<file path="src/uer_pkg.sv">
`timescale 1ns / 1ps

package uer_pkg;

   localparam int COUNTER_BITS = 16;
   localparam int CMP_BITS = (COUNTER_BITS > 16) ? COUNTER_BITS : 16;
   localparam int SCALE_BITS = 18;
   localparam int DIST_BITS = 17;
   localparam int PROD_BITS = COUNTER_BITS + SCALE_BITS;
   localparam int CSR_INDEX_BITS = 3;
   localparam int CSR_DATA_BITS = 18;

   localparam logic [COUNTER_BITS-1:0] COUNT_MAX = {COUNTER_BITS{1'b1}};
   localparam logic [DIST_BITS-1:0] DIST_MAX = {DIST_BITS{1'b1}};
   localparam logic [PROD_BITS:0] ROUND_HALF = (PROD_BITS + 1)'(32768);

   localparam logic [7:0] PRE_LOW_RESET = 8'd2;
   localparam logic [7:0] TRIGGER_RESET = 8'd10;
   localparam logic [15:0] TIMEOUT_RESET = 16'd30000;
   localparam logic [SCALE_BITS-1:0] SCALE_RESET = 18'd112394;
   localparam logic [DIST_BITS-1:0] TIMEOUT_DIST_RESET = 17'd99900;

   typedef enum logic [CSR_INDEX_BITS-1:0] {
      CSR_PRE_LOW      = 3'd0,
      CSR_TRIGGER      = 3'd1,
      CSR_TIMEOUT      = 3'd2,
      CSR_SCALE        = 3'd3,
      CSR_TIMEOUT_DIST = 3'd4
   } csr_index_type;

   typedef enum logic [2:0] {
      PH_IDLE = 3'd0,
      PH_PRE  = 3'd1,
      PH_TRIG = 3'd2,
      PH_RISE = 3'd3,
      PH_HIGH = 3'd4
   } phase_type;

   typedef struct packed {
      logic echo_level;
      logic start_request;
   } req_type;

   typedef struct packed {
      logic                 trigger_level;
      logic                 busy_res;
      logic                 done_res;
      logic                 timed_out;
      logic [DIST_BITS-1:0] distance_centi_cm;
   } rsp_type;

endpackage

</file>
<file path="src/ultrasonic_echo_ranger.sv">
`timescale 1ns / 1ps

// Ultrasonic echo ranger. Each request beat is one microsecond tick carrying the sampled echo
// level and a start request; each accepted beat yields exactly one response beat giving the
// trigger pin level, busy, done, timed_out and the latest distance in hundredths of a cm.
// A start while idle holds trigger low for pre_low_ticks, high for trigger_ticks, then waits for
// the echo to rise and times its high width; either wait ends after timeout_ticks with
// timed_out set and timeout_distance reported. One beat is accepted every cycle unless stalled:
// the phase, tick counter and the 16x18 distance multiply are all combinational into the
// response register, whose beat appears the cycle after acceptance. While a response beat is
// stalled, req_stall stays high and the next request beat waits.
// Write the csr_ registers only while no measurement is running.
module ultrasonic_echo_ranger (
   input  logic                                   clock,
   input  logic                                   reset,
   input  logic                                   req_valid,
   output logic                                   req_stall,
   input  uer_pkg::req_type                       req_data,
   output logic                                   rsp_valid,
   input  logic                                   rsp_stall,
   output uer_pkg::rsp_type                       rsp_data,
   input  logic                                   csr_we,
   input  logic [uer_pkg::CSR_INDEX_BITS-1:0]     csr_index,
   input  logic [uer_pkg::CSR_DATA_BITS-1:0]      csr_wdata
);

   logic [7:0]                          pre_low_ff;
   logic [7:0]                          trigger_ff;
   logic [15:0]                         timeout_ff;
   logic [uer_pkg::SCALE_BITS-1:0]      scale_ff;
   logic [uer_pkg::DIST_BITS-1:0]       timeout_dist_ff;

   uer_pkg::phase_type                  phase_ff, phase_in;
   logic [uer_pkg::COUNTER_BITS-1:0]    count_ff, count_in;
   logic [uer_pkg::DIST_BITS-1:0]       dist_ff, dist_in;
   logic                                rsp_valid_ff, rsp_valid_in;
   uer_pkg::rsp_type                    rsp_data_ff, rsp_data_in;

   logic                                accept;
   logic [uer_pkg::COUNTER_BITS-1:0]    bumped;
   logic [uer_pkg::CMP_BITS-1:0]        bumped_cmp;
   logic                                pre_hit, trig_hit, expired_hit;
   logic                                done, tout;
   logic [uer_pkg::PROD_BITS-1:0]       product;
   logic [uer_pkg::PROD_BITS:0]         rounded;
   logic [uer_pkg::PROD_BITS-16:0]      scaled;
   logic [uer_pkg::DIST_BITS-1:0]       measured;

   assign req_stall = rsp_valid_ff && rsp_stall;
   assign accept = req_valid && !req_stall;
   assign rsp_valid = rsp_valid_ff;
   assign rsp_data = rsp_data_ff;

   always_ff @(posedge clock) begin
      if (reset) begin
         pre_low_ff <= uer_pkg::PRE_LOW_RESET;
         trigger_ff <= uer_pkg::TRIGGER_RESET;
         timeout_ff <= uer_pkg::TIMEOUT_RESET;
         scale_ff <= uer_pkg::SCALE_RESET;
         timeout_dist_ff <= uer_pkg::TIMEOUT_DIST_RESET;
      end else if (csr_we) begin
         case (csr_index)
            uer_pkg::CSR_PRE_LOW:      pre_low_ff <= csr_wdata[7:0];
            uer_pkg::CSR_TRIGGER:      trigger_ff <= csr_wdata[7:0];
            uer_pkg::CSR_TIMEOUT:      timeout_ff <= csr_wdata[15:0];
            uer_pkg::CSR_SCALE:        scale_ff <= csr_wdata[uer_pkg::SCALE_BITS-1:0];
            uer_pkg::CSR_TIMEOUT_DIST: timeout_dist_ff <= csr_wdata[uer_pkg::DIST_BITS-1:0];
            default: ;
         endcase
      end
   end

   // saturating counter step and the compares shared by the done, next-phase and counter blocks
   assign bumped = (count_ff < uer_pkg::COUNT_MAX) ? count_ff + 1'b1 : count_ff;
   assign bumped_cmp = uer_pkg::CMP_BITS'(bumped);
   assign pre_hit = bumped_cmp >= uer_pkg::CMP_BITS'(pre_low_ff);
   assign trig_hit = bumped_cmp >= uer_pkg::CMP_BITS'(trigger_ff);
   assign expired_hit = (bumped_cmp > uer_pkg::CMP_BITS'(timeout_ff))
                        || (bumped == uer_pkg::COUNT_MAX);

   assign product = uer_pkg::PROD_BITS'(count_ff) * uer_pkg::PROD_BITS'(scale_ff);
   assign rounded = {1'b0, product} + uer_pkg::ROUND_HALF;
   assign scaled = rounded[uer_pkg::PROD_BITS:16];
   assign measured = (scaled > (uer_pkg::PROD_BITS - 15)'(uer_pkg::DIST_MAX))
                     ? uer_pkg::DIST_MAX : uer_pkg::DIST_BITS'(scaled);

   always_comb begin
      done = 1'b0;
      tout = 1'b0;
      case (phase_ff)
         uer_pkg::PH_RISE: begin
            if (!req_data.echo_level && expired_hit) begin
               done = 1'b1;
               tout = 1'b1;
            end
         end
         uer_pkg::PH_HIGH: begin
            done = 1'b1;
            tout = req_data.echo_level && expired_hit;
            if (req_data.echo_level && !expired_hit) done = 1'b0;
         end
         default: ;
      endcase
   end

   // next phase
   always_comb begin
      phase_in = phase_ff;
      case (phase_ff)
         uer_pkg::PH_IDLE: begin
            if (req_data.start_request)
               phase_in = (pre_low_ff == 8'd0) ? uer_pkg::PH_TRIG : uer_pkg::PH_PRE;
         end
         uer_pkg::PH_PRE:  if (pre_hit) phase_in = uer_pkg::PH_TRIG;
         uer_pkg::PH_TRIG: if (trig_hit) phase_in = uer_pkg::PH_RISE;
         uer_pkg::PH_RISE: if (req_data.echo_level) phase_in = uer_pkg::PH_HIGH;
         uer_pkg::PH_HIGH: ;
         default: phase_in = uer_pkg::PH_IDLE;
      endcase
      if (done) phase_in = uer_pkg::PH_IDLE;
   end

   // counter, distance and response fields
   always_comb begin
      count_in = count_ff;
      dist_in = dist_ff;
      case (phase_ff)
         uer_pkg::PH_IDLE: if (req_data.start_request) count_in = '0;
         uer_pkg::PH_PRE:  count_in = pre_hit ? '0 : bumped;
         uer_pkg::PH_TRIG: count_in = trig_hit ? '0 : bumped;
         uer_pkg::PH_RISE:
            count_in = req_data.echo_level ? uer_pkg::COUNTER_BITS'(1) : bumped;
         uer_pkg::PH_HIGH: begin
            count_in = bumped;
            if (!req_data.echo_level) dist_in = measured;
         end
         default: count_in = '0;
      endcase
      if (done) count_in = '0;
      if (tout) dist_in = timeout_dist_ff;

      rsp_data_in.trigger_level = (phase_in == uer_pkg::PH_TRIG);
      rsp_data_in.busy_res = (phase_in != uer_pkg::PH_IDLE);
      rsp_data_in.done_res = done;
      rsp_data_in.timed_out = tout;
      rsp_data_in.distance_centi_cm = dist_in;
   end

   assign rsp_valid_in = accept || (rsp_valid_ff && rsp_stall);

   always_ff @(posedge clock) begin
      if (reset) begin
         phase_ff <= uer_pkg::PH_IDLE;
         count_ff <= '0;
         dist_ff <= '0;
         rsp_valid_ff <= 1'b0;
      end else begin
         rsp_valid_ff <= rsp_valid_in;
         if (accept) begin
            phase_ff <= phase_in;
            count_ff <= count_in;
            dist_ff <= dist_in;
         end
      end
   end

   // hold the response while stalled
   always_ff @(posedge clock) begin
      if (accept) rsp_data_ff <= rsp_data_in;
   end

endmodule

</file>
<file path="config.mk">
export PLATFORM = sky130hd
export DESIGN_NAME = ultrasonic_echo_ranger
export DESIGN_NICKNAME = d
export VERILOG_FILES = /design/src/uer_pkg.sv /design/src/ultrasonic_echo_ranger.sv
export SDC_FILE = /design/constraint.sdc
export NUM_CORES = 1
export LEC_CHECK = 0
export BUFFER_PORTS_ARGS = -buffer_cell sky130_fd_sc_hd__buf_4
export CAP_MARGIN = 15
export CORE_MARGIN = 3
export CORE_UTILIZATION = 40
export DETAILED_ROUTE_END_ITERATION = 10
export PLACE_DENSITY = 0.63
export SETUP_SLACK_MARGIN = 0.02
export SYNTH_ARGS = -nofsm -noshare
export SYNTH_HDL_FRONTEND = slang
export SYNTH_SLANG_ARGS = --single-unit
</file>
<file path="constraint.sdc">
create_clock -name clock -period 6.8 [get_ports clock]
set_input_delay 0.34 -clock clock [delete_from_list [all_inputs] [get_ports clock]]
set_output_delay 0.34 -clock clock [all_outputs]
set_load 0.01 [all_outputs]
</file>
==> flow_metrics.py <==
metrics = {
    "status": {
        "outcome": "complete, no violations",
    },
    "timing": {
        "fin_worst_skew_ps": 17.7,
        "worst_pin_slew_ps": 1090,
        "worst_hold_slack_ps": 129,
        "fin_crit_ps": 6720,
        "max_slew_margin": 0.272,
        "rsz0062_at_grt": "yes",
        "fmax_mhz": 149,
        "fin_tns_setup_ps": 0,
        "finalSetupViolCount": 0,
        "finalMaxSlewViolations": 0,
        "post-route-period-util": 0.989,
        "setup_slack_ps": 76.7,
        "hold_viol": 0,
    },
    "critical_path": {
        "end_kind": "register",
        "r2r-start": "count_ff[6]",
        "cp.required_ps": 7080,
        "critPathKind": "reg2reg",
        "critPathLaunch": "count_ff[6]",
        "path_max_fanout": 7,
        "start_kind": "register",
        "worstPathArrival_ps": 7000,
    },
    "yosys": {
        "synth-edff-count": 21,
        "yosys_warnings": 0,
        "synth.area.top_cells": "fa_1 (28%), dfxtp_1 (13%), ha_1 (12%)",
        "syn-num-nets": 2244,
        "synthesis.area_um2": 15800,
        "ys_async_sr_fraction": 0,
        "ys_types": 71,
        "yosys.area.top_type": "fa_1",
        "synthFlopType": "dfxtp_1",
        "ys_ff_latch": 125,
        "syn_avg_cell_area_um2": 8.58,
        "synth_top_area_frac": 0.281,
        "syn_inst": 1840,
        "seq_area_frac_synth": 0.172,
    },
    "layout": {
        "antennaDiodeCount": 0,
        "syn2layout_area_growth_pct": 15.8,
        "final_cell_count_no_fill": 2439,
        "fin_nets": 2312,
        "layout-drive-gt1-share": 0.151,
    },
    "floorplanning": {
        "dieArea_um2": 41900,
        "num_rows": 72,
        "coreArea_um2": 38800,
        "num_io_pins": 51,
        "die_y_um": 205,
        "die_w_um": 205,
        "start_util": 0.407,
    },
    "clock_tree": {
        "cts.htree.levels": 4,
        "cts_tree": "built",
        "clock-root-buffer": "clkbuf_16",
        "numClockSinks": 125,
        "clk_latency_ps": 430,
        "clkTransAtPathRegs_ps": 70,
        "holdBufCountCts": 0,
        "clk_path_buf_depth": 2,
        "cts_made_buffers": 17,
    },
    "placed_design": {
        "portBuffers": 50,
        "place_inst": 2393,
        "dp_hpwl_um": 33800,
        "gp_congestion": 0.921,
        "dp_slack_ps": -216,
    },
    "global_routing": {
        "grt_max_degree": 93,
        "antenna_found_initial": 0,
        "grt_pass1_vias": 13273,
        "grtUsageTotal": 0.212,
        "grt_overflow": 0,
        "grt_first_pass_wirelength_um": 70600,
    },
    "power": {
        "combPwrFrac": 0.119,
        "p_total_uw": 1930,
        "swShare": 0.294,
        "p_int_uw": 1360,
        "power_switching_uw": 567,
        "power.density_nw_per_um2": 105,
        "p_leak_uw": 0.00891,
        "peakVddDrop_mv": 0.164,
        "clkPwrFrac": 0.460,
        "pwr-share-seq": 0.420,
    },
    "detailed_routing": {
        "drtPass1Iterations": 7,
        "via_per_inst": 5.30,
        "wire_per_inst_um": 17.9,
        "drc": 0,
        "wl_um": 43700,
        "dr.first_iter.drc_count": 918,
        "ant_nets": 0,
        "vias": 12926,
    },
    "min_path": {
        "hold_start": "req_valid",
        "hold_class": "in2reg",
    },
    "flow_run": {
        "cap_violations": 0,
    },
}
## logic make-up (layout without fill, tap and decap cells)
family / Yosys count / count (layout) / share of synthesized area
and+or+nand+nor: 667 / 667 / 0.205
DFF: 125 / 125 / 0.172
xor gates and xnor gates: 26 / 26 / 0.0144
buffers and inverters: 409 / 490 / 0.0997
muxes: 13 / 13 / 0.00856
adders and majority gates: 376 / 376 / 0.403
AOI/OAI and AO/OA: 224 / 224 / 0.0970
## routing by layer
layer	up-vias	share of wire	track usage
met1	6456	0.45	0.300
met3	61	0.057	0.0246
met2	438	0.47	0.351
met4	0	0.019	0.0494
li1	5971	-	-
met5	-	0	0
## final cells by class
cell class              count  area [µm²]
fillers                  3702       20500
multi-input cells        1306       11900
flip-flops and latches    125        2780
repair buffers            149        1280
inverters                 309        1160
well taps                 518         648
clock buffers              17         425
clock inverters            15         146
## layout by cell type (no fill, tap or decap), types with 8 or more instances in the layout
| cell type | synthesis | layout |
|---|---|---|
| and2_1 | 143 | 138 |
| o21ai_0 | 19 | 18 |
| o221ai_1 | 16 | 9 |
| a22o_1 | 14 | 14 |
| o21a_1 | 8 | 8 |
| a21o_1 | 23 | 23 |
| clkbuf_16 | 0 | 19 |
| nor2_1 | 60 | 59 |
| ha_4 | 0 | 10 |
| inv_2 | 1 | 13 |
| nand2_1 | 343 | 343 |
| xnor2_1 | 17 | 17 |
| nand3b_1 | 26 | 26 |
| dfxtp_2 | 0 | 13 |
| edfxtp_1 | 21 | 21 |
| inv_1 | 308 | 296 |
| mux2i_1 | 9 | 9 |
| fa_1 | 222 | 212 |
| fa_2 | 0 | 10 |
| nand4_1 | 13 | 13 |
| dfxtp_1 | 104 | 77 |
| ha_1 | 154 | 142 |
| a311oi_1 | 16 | 15 |
| dfxtp_4 | 0 | 14 |
| xor2_1 | 9 | 9 |
| nand2b_1 | 10 | 10 |
| buf_4 | 1 | 131 |
| nand3_1 | 18 | 18 |
| a21oi_1 | 80 | 76 |
## critical path, stage by stage (launching register included)
cell,delay [ps]
dfxtp_4,370
buf_8,140
and2_4,130
fa_1,520
inv_1,50
fa_1,520
fa_2,580
inv_1,50
fa_2,440
fa_1,480
inv_1,60
fa_2,540
inv_2,70
ha_4,240
and4_4,190
nand2b_1,90
o211ai_1,130
a31o_2,300
a2111oi_4,320
a31oi_1,170
xnor2_1,280
o2111ai_4,250
clkbuf_16,240
nor4_2,300
a2111oi_2,90
## synthesized netlist by cell type (16+ instances only)
master / count
nor2_1: 60
dfxtp_1: 104
clkbuf_1: 90
edfxtp_1: 21
nand2_1: 343
ha_1: 154
and2_1: 143
inv_1: 308
xnor2_1: 17
o221ai_1: 16
nand3b_1: 26
a21oi_1: 80
nand3_1: 18
fa_1: 222
a21o_1: 23
a311oi_1: 16
o21ai_0: 19
## per-stage QoR
stage / area [µm²] / utilization
2_1_floorplan: 15900 / -
3_3_place_gp: 17200 / 0.442
3_5_place_dp: 17200 / 0.442
4_1_cts: 17800 / 0.458
5_1_grt: 18300 / 0.471
6_report: 18300 / 0.471
## repair_timing
action,in CTS,in global routing
setup endpoints to repair,34,34
cloned,0,4
gates resized for setup,16,103
setup buffers,0,10
pin swaps,0,43
## power by group through the flow
stage	Sequential, µW	Combinational (µW)	Clock, µW
final	809	230	887
after global routing	812	254	933
after detailed placement	827	215	0
after CTS	813	219	896
after global placement	827	211	0
after floorplan	816	127	0
## path summary, 6_finish.rpt
| check | end | slack, ps | cells after the start |
|---|---|---|---|
| setup / recovery | dist_ff[15] | 80 | 24 |
| hold reg to reg | timeout_ff[15] | 460 | 2 |
| setup reg to reg | dist_ff[15] | 80 | 24 |
| hold / removal | rsp_valid | 130 | 3 |
## flip-flops by register name (all words and copies together) (netlist names)
signal and cells:
count_ff 16, dist_ff 17, phase_ff 3, pre_low_ff 8
rsp_data 21, rsp_valid 1, scale_ff 18, timeout_dist_ff 17
timeout_ff 16, trigger_ff 8
Power figures use the tool's default switching activity.
